`src/assert_macros.svh`:
```
// Assertion macros for the RTL file that checks its own behavior.
`ifndef ASSERT_MACROS_SVH
`define ASSERT_MACROS_SVH

// The consequent must hold in the same cycle as the antecedent.
`define ASSERT_SAME(label, clk, rst, ante, cons) \
  label: assert property (@(posedge clk) disable iff (rst) (ante) |-> (cons)) \
    else $error("assertion failed");

// The consequent must hold in the cycle after the antecedent.
`define ASSERT_NEXT(label, clk, rst, ante, cons) \
  label: assert property (@(posedge clk) disable iff (rst) (ante) |=> (cons)) \
    else $error("assertion failed");

`endif

```
`src/cjti_pkg.sv`:
```
// Types and constants shared by the cubic joint trajectory interpolator.
package cjti_pkg;

  localparam int POS_W = 32;
  localparam int MAG_W = POS_W + 1;
  localparam int Q_W = 25;
  localparam int MUL_A_W = MAG_W;
  localparam int MUL_B_W = Q_W;
  localparam int PROD_W = MUL_A_W + MUL_B_W;
  localparam int G_W = 35;
  localparam int IDX_W = 21;
  localparam logic [Q_W-1:0] Q_ONE = 25'h1000000;

  localparam logic [1:0] CMD_LOAD = 2'd0;
  localparam logic [1:0] CMD_RESTART = 2'd1;
  localparam logic [1:0] CMD_STEP = 2'd2;

  localparam logic [2:0] CFG_TAU_STEP = 3'd0;
  localparam logic [2:0] CFG_INV_DURATION = 3'd1;
  localparam logic [2:0] CFG_TIME_STEP = 3'd2;
  localparam logic [2:0] CFG_DURATION = 3'd3;
  localparam logic [2:0] CFG_POINT_COUNT = 3'd4;

  typedef enum logic [3:0] {
    OP_TAU,
    OP_TIME,
    OP_T2,
    OP_T3,
    OP_P,
    OP_G,
    OP_POS,
    OP_VLO,
    OP_VHI
  } op_t;

  typedef struct packed {
    logic load;
    logic restart;
    logic mul;
    logic wb;
    logic emit;
    logic last;
    op_t  op;
  } ctl_cmd_t;

  typedef struct packed {
    logic active;
  } dp_status_t;

  typedef struct packed {
    logic [1:0]              command;
    logic [2:0]              joint_select;
    logic signed [POS_W-1:0] start_position;
    logic signed [POS_W-1:0] goal_position;
  } item_t;

  typedef struct packed {
    logic [2:0]              joint_index;
    logic [26:0]             sample_time_us;
    logic signed [POS_W-1:0] position;
    logic signed [POS_W-1:0] velocity;
    logic [POS_W-2:0]        peak_speed;
    logic                    last_joint;
    logic                    final_sample;
  } result_t;

endpackage

```
`src/cjti_ctrl.sv`:
```
// Controller state machine that sequences the shared multiplier over one sample.
module cjti_ctrl #(
  parameter int JOINTS = 6,
  parameter int JW = 3
) (
  input  logic                 clk,
  input  logic                 rst,
  input  logic                 start,
  input  logic [1:0]           command,
  input  cjti_pkg::dp_status_t status,
  output logic                 busy,
  output cjti_pkg::ctl_cmd_t   cmd,
  output logic [JW-1:0]        jcnt
);

  typedef enum logic [3:0] {
    ST_IDLE = 4'b0001,
    ST_MUL  = 4'b0010,
    ST_WB   = 4'b0100,
    ST_EMIT = 4'b1000
  } state_t;

  state_t          state, state_next;
  cjti_pkg::op_t   op, op_next;
  logic [JW-1:0]   jcnt_q;
  logic [JW-1:0]   jcnt_next;
  logic            accept;
  logic            last;

  assign busy = (state != ST_IDLE);
  assign accept = start && !busy;
  assign last = (jcnt == JW'(JOINTS - 1));
  assign jcnt = jcnt_q;

  always_comb begin
    state_next = state;
    op_next = op;
    jcnt_next = jcnt_q;
    case (state)
      ST_IDLE: begin
        if (accept && command == cjti_pkg::CMD_STEP && status.active) begin
          state_next = ST_MUL;
          op_next = cjti_pkg::OP_TAU;
          jcnt_next = '0;
        end
      end
      ST_MUL: begin
        state_next = ST_WB;
      end
      ST_WB: begin
        state_next = ST_MUL;
        case (op)
          cjti_pkg::OP_TAU:  op_next = cjti_pkg::OP_TIME;
          cjti_pkg::OP_TIME: op_next = cjti_pkg::OP_T2;
          cjti_pkg::OP_T2:   op_next = cjti_pkg::OP_T3;
          cjti_pkg::OP_T3:   op_next = cjti_pkg::OP_P;
          cjti_pkg::OP_P:    op_next = cjti_pkg::OP_G;
          cjti_pkg::OP_G:    op_next = cjti_pkg::OP_POS;
          cjti_pkg::OP_POS:  op_next = cjti_pkg::OP_VLO;
          cjti_pkg::OP_VLO:  op_next = cjti_pkg::OP_VHI;
          default:           state_next = ST_EMIT;
        endcase
      end
      ST_EMIT: begin
        if (last) begin
          state_next = ST_IDLE;
        end else begin
          state_next = ST_MUL;
          op_next = cjti_pkg::OP_POS;
          jcnt_next = jcnt_q + JW'(1);
        end
      end
      default: state_next = ST_IDLE;
    endcase
  end

  always_ff @(posedge clk) begin
    if (rst) begin
      state <= ST_IDLE;
      op <= cjti_pkg::OP_TAU;
      jcnt_q <= '0;
    end else begin
      state <= state_next;
      op <= op_next;
      jcnt_q <= jcnt_next;
    end
  end

  always_comb begin
    cmd.load = accept && command == cjti_pkg::CMD_LOAD;
    cmd.restart = accept && command == cjti_pkg::CMD_RESTART;
    cmd.mul = (state == ST_MUL);
    cmd.wb = (state == ST_WB);
    cmd.emit = (state == ST_EMIT);
    cmd.last = last;
    cmd.op = op;
  end

endmodule

```
`src/cjti_dp.sv`:
```
// Datapath with registers, endpoint tables and one shared multiplier.
module cjti_dp #(
  parameter int JOINTS = 6,
  parameter int JW = 3
) (
  input  logic                 clk,
  input  logic                 rst,
  input  cjti_pkg::ctl_cmd_t   cmd,
  input  logic [JW-1:0]        jcnt,
  input  cjti_pkg::item_t      item,
  input  logic                 cfg_valid,
  input  logic [2:0]           cfg_index,
  input  logic [26:0]          cfg_data,
  output cjti_pkg::dp_status_t status,
  output cjti_pkg::result_t    result,
  output logic                 result_valid
);

  localparam int PW = cjti_pkg::POS_W;
  localparam int AW = cjti_pkg::MUL_A_W;
  localparam int BW = cjti_pkg::MUL_B_W;
  localparam int RW = cjti_pkg::PROD_W;
  localparam int QW = cjti_pkg::Q_W;
  localparam int MW = cjti_pkg::MAG_W;
  localparam int GW = cjti_pkg::G_W;
  localparam int SW = PW + 3;
  localparam logic [PW-1:0] POS_MAX = {1'b0, {(PW-1){1'b1}}};
  localparam logic [PW-1:0] POS_MIN = {1'b1, {(PW-1){1'b0}}};

  logic [24:0] tau_step;
  logic [24:0] inverse_duration;
  logic [19:0] time_step_us;
  logic [26:0] duration_us;
  logic [20:0] point_count;

  logic signed [PW-1:0] start_table [JOINTS];
  logic signed [PW-1:0] goal_table [JOINTS];
  logic [cjti_pkg::IDX_W-1:0] sample_index;
  logic [PW-2:0] peak_speed;

  logic [QW-1:0] tau, t2, s, p;
  logic [26:0] t_us;
  logic [GW-1:0] g;
  logic [PW-1:0] pos;
  logic [RW-1:0] vacc;
  logic [AW-1:0] mul_a;
  logic [BW-1:0] mul_b;
  logic [RW-1:0] prod;

  logic [RW-1:0] rnd24, rnd16;
  logic [RW-25:0] q24;
  logic [QW-1:0] p6, t3_new, s_new;
  logic [26:0] t2x3, t3x2, sdiff;
  logic signed [PW-1:0] st_j, gl_j;
  logic [MW-1:0] d, mag;
  logic neg;
  logic [SW-1:0] r_ext, pos_sum;
  logic vbig;
  logic [PW-2:0] speed, peak_next;
  logic [PW-1:0] vel;
  logic final_s;

  assign st_j = start_table[jcnt];
  assign gl_j = goal_table[jcnt];
  assign d = {gl_j[PW-1], gl_j} - {st_j[PW-1], st_j};
  assign neg = d[MW-1];
  assign mag = neg ? -d : d;
  assign p6 = QW'({p, 2'b00}) + QW'({p, 1'b0});

  always_comb begin
    mul_a = '0;
    mul_b = '0;
    case (cmd.op)
      cjti_pkg::OP_TAU: begin
        mul_a = AW'(sample_index);
        mul_b = tau_step;
      end
      cjti_pkg::OP_TIME: begin
        mul_a = AW'(sample_index);
        mul_b = BW'(time_step_us);
      end
      cjti_pkg::OP_T2: begin
        mul_a = AW'(tau);
        mul_b = tau;
      end
      cjti_pkg::OP_T3: begin
        mul_a = AW'(t2);
        mul_b = tau;
      end
      cjti_pkg::OP_P: begin
        mul_a = AW'(tau);
        mul_b = cjti_pkg::Q_ONE - tau;
      end
      cjti_pkg::OP_G: begin
        mul_a = AW'(p6);
        mul_b = inverse_duration;
      end
      cjti_pkg::OP_POS: begin
        mul_a = mag;
        mul_b = s;
      end
      cjti_pkg::OP_VLO: begin
        mul_a = mag;
        mul_b = BW'(g[23:0]);
      end
      cjti_pkg::OP_VHI: begin
        mul_a = mag;
        mul_b = BW'(g[GW-1:24]);
      end
      default: begin
        mul_a = '0;
        mul_b = '0;
      end
    endcase
  end

  assign rnd24 = prod + RW'(1 << 23);
  assign rnd16 = prod + RW'(1 << 15);
  assign q24 = rnd24[RW-1:24];
  assign t3_new = q24[QW-1:0];
  assign t2x3 = 27'(t2) + 27'({t2, 1'b0});
  assign t3x2 = 27'({t3_new, 1'b0});
  assign sdiff = t2x3 - t3x2;
  assign s_new = (t3x2 > t2x3) ? '0 :
                 (sdiff > 27'(cjti_pkg::Q_ONE)) ? cjti_pkg::Q_ONE : sdiff[QW-1:0];
  assign r_ext = SW'(q24);
  assign pos_sum = {{3{st_j[PW-1]}}, st_j} + (neg ? -r_ext : r_ext);

  assign vbig = vacc > RW'(POS_MAX);
  assign speed = vbig ? POS_MAX[PW-2:0] : vacc[PW-2:0];
  assign vel = neg ? (vbig ? POS_MIN : -vacc[PW-1:0]) : (vbig ? POS_MAX : vacc[PW-1:0]);
  assign peak_next = (speed > peak_speed) ? speed : peak_speed;
  assign final_s = ({1'b0, sample_index} + 22'd1) == {1'b0, point_count};
  assign status.active = sample_index < point_count;

  always_ff @(posedge clk) begin
    if (cmd.mul) begin
      prod <= RW'(mul_a) * RW'(mul_b);
    end
    if (cmd.wb) begin
      case (cmd.op)
        cjti_pkg::OP_TAU:
          tau <= (prod > RW'(cjti_pkg::Q_ONE)) ? cjti_pkg::Q_ONE : prod[QW-1:0];
        cjti_pkg::OP_TIME:
          t_us <= (prod > RW'(duration_us)) ? duration_us : prod[26:0];
        cjti_pkg::OP_T2: t2 <= q24[QW-1:0];
        cjti_pkg::OP_T3: s <= s_new;
        cjti_pkg::OP_P: p <= q24[QW-1:0];
        cjti_pkg::OP_G: g <= rnd16[16 +: GW];
        cjti_pkg::OP_POS: pos <= pos_sum[PW-1:0];
        cjti_pkg::OP_VLO: vacc <= RW'(q24);
        cjti_pkg::OP_VHI: vacc <= vacc + prod;
        default: vacc <= vacc;
      endcase
    end
    if (cmd.emit) begin
      result.joint_index <= 3'(jcnt);
      result.sample_time_us <= t_us;
      result.position <= pos;
      result.velocity <= vel;
      result.peak_speed <= peak_next;
      result.last_joint <= cmd.last;
      result.final_sample <= final_s;
    end
  end

  always_ff @(posedge clk) begin
    if (rst) begin
      tau_step <= 25'd16777;
      inverse_duration <= 25'd65536;
      time_step_us <= 20'd1000;
      duration_us <= 27'd1000000;
      point_count <= 21'd1001;
      sample_index <= '0;
      peak_speed <= '0;
      result_valid <= 1'b0;
      for (int j = 0; j < JOINTS; j++) begin
        start_table[j] <= '0;
        goal_table[j] <= '0;
      end
    end else begin
      result_valid <= cmd.emit;
      if (cfg_valid) begin
        case (cfg_index)
          cjti_pkg::CFG_TAU_STEP:     tau_step <= cfg_data[24:0];
          cjti_pkg::CFG_INV_DURATION: inverse_duration <= cfg_data[24:0];
          cjti_pkg::CFG_TIME_STEP:    time_step_us <= cfg_data[19:0];
          cjti_pkg::CFG_DURATION:     duration_us <= cfg_data;
          cjti_pkg::CFG_POINT_COUNT:  point_count <= cfg_data[20:0];
          default:                    point_count <= point_count;
        endcase
      end
      if (cmd.load && {1'b0, item.joint_select} < 4'(JOINTS)) begin
        start_table[item.joint_select[JW-1:0]] <= item.start_position;
        goal_table[item.joint_select[JW-1:0]] <= item.goal_position;
      end
      if (cmd.restart) begin
        sample_index <= '0;
        peak_speed <= '0;
      end
      if (cmd.emit) begin
        peak_speed <= peak_next;
        if (cmd.last) begin
          sample_index <= sample_index + 21'd1;
        end
      end
    end
  end

endmodule

```
`src/cubic_joint_trajectory_interpolator.sv`:
```
// Cubic joint trajectory interpolator: one step command yields one result per joint.
// Steps are accepted only while idle: a shared 33x25 multiplier forms each product in a
// multiply state and a write-back state (six per sample, three per joint). Results
// follow in joint order, each registered in an emit state after its joint's products.
// Load, restart and steps past the last point finish in the accepting cycle.
// Synchronous active-high reset restores register defaults and clears tables and index.
`include "assert_macros.svh"

module cubic_joint_trajectory_interpolator #(
  parameter int JOINTS = 6
) (
  input  logic               clk,
  input  logic               rst,
  input  logic               start,
  output logic               busy,
  input  cjti_pkg::item_t    item,
  output cjti_pkg::result_t  result,
  output logic               result_valid,
  input  logic               cfg_valid,
  output logic               cfg_ready,
  input  logic [2:0]         cfg_index,
  input  logic [26:0]        cfg_data
);

  localparam int JW = (JOINTS > 1) ? $clog2(JOINTS) : 1;

  cjti_pkg::ctl_cmd_t   cmd;
  cjti_pkg::dp_status_t status;
  logic [JW-1:0]        jcnt;
  logic                 step_go;
  logic                 joint_ok;

  assign cfg_ready = 1'b1;

  cjti_ctrl #(.JOINTS(JOINTS), .JW(JW)) u_ctrl (
    .clk(clk),
    .rst(rst),
    .start(start),
    .command(item.command),
    .status(status),
    .busy(busy),
    .cmd(cmd),
    .jcnt(jcnt)
  );

  cjti_dp #(.JOINTS(JOINTS), .JW(JW)) u_dp (
    .clk(clk),
    .rst(rst),
    .cmd(cmd),
    .jcnt(jcnt),
    .item(item),
    .cfg_valid(cfg_valid),
    .cfg_index(cfg_index),
    .cfg_data(cfg_data),
    .status(status),
    .result(result),
    .result_valid(result_valid)
  );

  assign step_go = start && !busy && item.command == cjti_pkg::CMD_STEP && status.active;
  assign joint_ok = 32'(result.joint_index) < JOINTS;

  `ASSERT_NEXT(a_step_starts, clk, rst, step_go, busy)
  `ASSERT_SAME(a_last_idle, clk, rst, result_valid && result.last_joint, !busy)
  `ASSERT_SAME(a_more_follow, clk, rst, result_valid && !result.last_joint, busy)
  `ASSERT_SAME(a_joint_range, clk, rst, result_valid, joint_ok)

endmodule

```
`config.mk`:
```
export PLATFORM = sky130hd
export DESIGN_NAME = cubic_joint_trajectory_interpolator
export DESIGN_NICKNAME = d
export VERILOG_FILES = /design/src/cjti_pkg.sv /design/src/cjti_ctrl.sv /design/src/cjti_dp.sv /design/src/cubic_joint_trajectory_interpolator.sv
export VERILOG_INCLUDE_DIRS = /design/src /design/src/src
export SDC_FILE = /design/constraint.sdc
export NUM_CORES = 2
export LEC_CHECK = 0
export ABC_AREA = 0
export BUFFER_PORTS_ARGS = -buffer_cell sky130_fd_sc_hd__buf_2
export CAP_MARGIN = 20
export CORE_MARGIN = 2
export CORE_UTILIZATION = 33
export CTS_CLUSTER_SIZE = 40
export DETAILED_ROUTE_END_ITERATION = 8
export HOLD_SLACK_MARGIN = 0.06
export PLACE_DENSITY = 0.46
export SKIP_LAST_GASP = 1
export SLEW_MARGIN = 20
export SYNTH_ARGS = -nofsm -noshare
export SYNTH_HDL_FRONTEND = slang
export SYNTH_SLANG_ARGS = --single-unit
```
`constraint.sdc`:
```
create_clock -name clk -period 25.4 [get_ports clk]
set_input_delay 0 -clock clk [delete_from_list [all_inputs] [get_ports clk]]
set_output_delay 0 -clock clk [all_outputs]
set_load 0.03 [all_outputs]
```
==> out/results.tsv <==
metric	value	unit
status	finished with violations	
failing checks	DRC	
Resized Gates After CTS	0	
Post-CTS Setup Inserts	0	
Seq cells post-synth	1133	
most used routing layer	met2	
initial antenna violation count	10	
largest net degree at the start of global routing	97	
yosys warns	0	
final hold violations	0	
Crit-path slowest cell	a221o_1	
crit-path max cell delay	1.02	ns
DR vias	65600	
R2R Setup Slk	9.23	ns
vias per cell	5.21	
H-tree depth	3	
gr ovfl total	0	
Pleak	0.0410	µW
min cycle time layout	16.17	ns
Setup Skew	0.105	ns
IO Port Bufs	231	
Mapped Area	0.0868	mm²
layout cells sized above 1	10.5	%
initial core utilization	33.1	%
RSZ-0062 raised after global routing	false	
fin nets	10200	
CP arrival	16.72	ns
non-filler instance count after layout	12600	
ys async rst share	0	%
worst hold path class	in -> reg	
post-route ant nets	0	
CP max FO	55	
gate count of the mapped netlist	8526	
DRC	3	
Detailed Route Iter0 Violations	5867	
Core Area	0.262	mm²
Peak supply drop	0.0000624	V
Post-synth EDFFs	948	
Rel. slew slack	20.5	%
Critical Path Start Type	register	
CTS sink cnt	1133	
first-pass GRT wire length	468000	µm
setup violators final	0	
total track usage	24.0	%
Root Driver	clkbuf_16	
Hold Buf Count CTS	133	
Period Utilization, post-route	63.6	%
Critical Path End Type	register	
hold_ws	0.118	ns
number of I/O pins	233	
Die Span Y	517	µm
Die ar.	0.267	mm²
GPL Wtd Cong	0.922	
pre-CTS setup slack	9.22	ns
PnR worst setup slack	9.23	ns
M2 GR Usage	40.0	%
DP Wirelength	235000	µm
Top FF cell, synth	edfxtp_1	
most used cell, CP	fa_1	
CTS tree	yes	
CTS max path bufs	3	
max cap viols	0	
synth unique cells	100	
TNS Setup	0	ns
Top delay family on crit path	compound AO/OA/AOI/OAI gates	
Synth Area per Inst	10.2	µm²
WL per Instance	25.6	µm
vias in the first global route	67700	
CTS buffer count	121	
clock latency on the worst-skew pair	0.82	ns
routing usage on met3	2.95	%
Crit Path Category	reg -> reg	
TritonRoute pass-1 iters	9	
Power Dens Cells	44.8	mW/mm²
Slew @ Worst Pin	1.19	ns
Final Max Tran Viols	0	
WL final	322000	µm
die width	517	µm
met1 Use GR	31.8	%
Worst-path clk slew	0.07	ns
CP Buf/Inv Count	6	
Seq/Total Area, Yosys	37.1	%
CP required	25.95	ns
row count	188	
Placed Cells	12200	
Layout area overhead	14.0	%
fmax	61.9	MHz
-- cell families after synthesis --
group / synth area share, %
other: 0.00866
muxes: 5.08
AOI/OAI and AO/OA: 9.57
xor gates and xnor gates: 4.03
DFF: 37.1
buffers and inverters: 6.56
adders and majority gates: 23.4
and+or+nand+nor: 14.3
-- per-layer routing --
metal,vias to the layer above,wire length [µm]
li1,29600,-
met2,2166,153000
met5,-,55
met3,467,17300
met4,10,14200
met1,33400,137000
-- registers in the layout (all words and copies together), names as in the netlist, 27 cells and up, named ones only --
register / cells
u_dp.result: 127
u_dp.prod: 58
u_dp.peak_speed: 31
u_dp.goal_table: 256
u_dp.g: 35
u_dp.t_us: 27
u_dp.duration_us: 27
u_dp.start_table: 256
u_dp.pos: 32
u_dp.vacc: 58
-- final timing paths --
| path | start | end | depth (start not counted) |
|---|---|---|---|
| worst min register to register | u_dp.pos[19] | u_dp.result[84] | 0 |
| worst max-delay path | register | u_dp.prod[54] | 40 |
| worst min-delay path | cfg_data[24] | u_dp.inverse_duration[24] | 4 |
| worst max register to register | register | u_dp.prod[54] | 40 |
-- cell usage after synthesis (11+ instances only) --
library cell     n  area share [%]
a211o_1         11            0.11
a211oi_1        32            0.28
a21o_1         171             1.5
a21oi_1        444             2.6
a221o_1         16            0.18
a221oi_1        37            0.37
a222oi_1        16            0.18
a22oi_1         15            0.13
a31oi_1         39            0.28
and2_1         221             1.6
and3_1          65            0.47
buf_1           38            0.16
clkbuf_1       336             1.5
dfxtp_1        185             4.3
edfxtp_1       948              33
fa_1           716              17
ha_1           474             6.8
inv_1         1121             4.9
mux2_2          74            0.96
mux2i_1         69            0.80
mux4_2         128             3.3
nand2_1       1098             4.8
nand2b_1        45            0.32
nand3_1         85            0.49
nand3b_1        41            0.35
nand4_1         67            0.48
nor2_1         798             3.5
nor2b_1         57            0.41
nor3_1          97            0.56
nor4_1          34            0.25
o211a_1         13            0.15
o211ai_1        36            0.31
o21a_1          48            0.42
o21ai_0        191             1.1
o21ai_1         17           0.098
o21bai_1        27            0.23
o22ai_1         39            0.28
o31ai_1         26            0.22
or2_2           12           0.087
or3_1           36            0.26
or4_1           15            0.13
xnor2_1        276             2.8
xor2_1         123             1.2
-- metrics by stage --
stage                     power (µW)  utilization (%)  cell area (µm²)
after global placement          2580             35.6            93200
final                           4430             37.7            98900
after CTS                       4460             37.7            98800
after floorplan                 2370                -            87200
after detailed placement        2580             35.6            93300
after global routing            4560             37.7            98800
-- report_power, final --
part / switching [µW] / internal [µW] / leakage (µW)
sequential: 22.9 / 2050 / 0.0107
clock: 829 / 1040 / 0.00200
combinational: 338 / 151 / 0.0283
-- worst register-to-register path: cells and delay by family (launching register included) --
family	cells	cell delay, ns
and+or+nand+nor	6	1.56
adders and majority gates	10	4.74
muxes	2	0.92
AOI/OAI and AO/OA	14	5.32
buffers and inverters	6	2.02
xor gates and xnor gates	2	0.59
DFF	1	0.77
-- cells in the final DEF, fill, tap and decap left out, drive strengths merged, types with 37 or more instances in the layout --
cell         count
a221oi          38
nand3           85
clkbuf         143
ha             474
o21a            48
nor2b           57
nor4            38
inv           1130
mux2            74
and3            66
nand2b          45
fa             716
and2           222
dfxtp          185
a31oi           39
mux4           128
xor2           123
edfxtp         948
nand3b          41
dlygate4sd3    132
o21ai          208
nor2           798
xnor2          276
nand4           68
mux2i           69
a21o           171
nor3           103
buf            422
or3             38
a21oi          445
clkinv          57
nand2         1098
conb           129
o211ai          37
o22ai           39
-- layout make-up --
| cell class | count | area [µm²] |
|---|---|---|
| well taps | 3515 | 4400 |
| fillers | 26200 | 163000 |
| clock inverters | 86 | 957 |
| repair buffers | 554 | 3990 |
| inverters | 1123 | 4220 |
| diodes | 13 | 32.5 |
| clock buffers | 143 | 3190 |
| multi-input cells | 6010 | 49900 |
| flip-flops and latches | 1133 | 32200 |
Note: power is estimated with default switching activity, not from simulation.
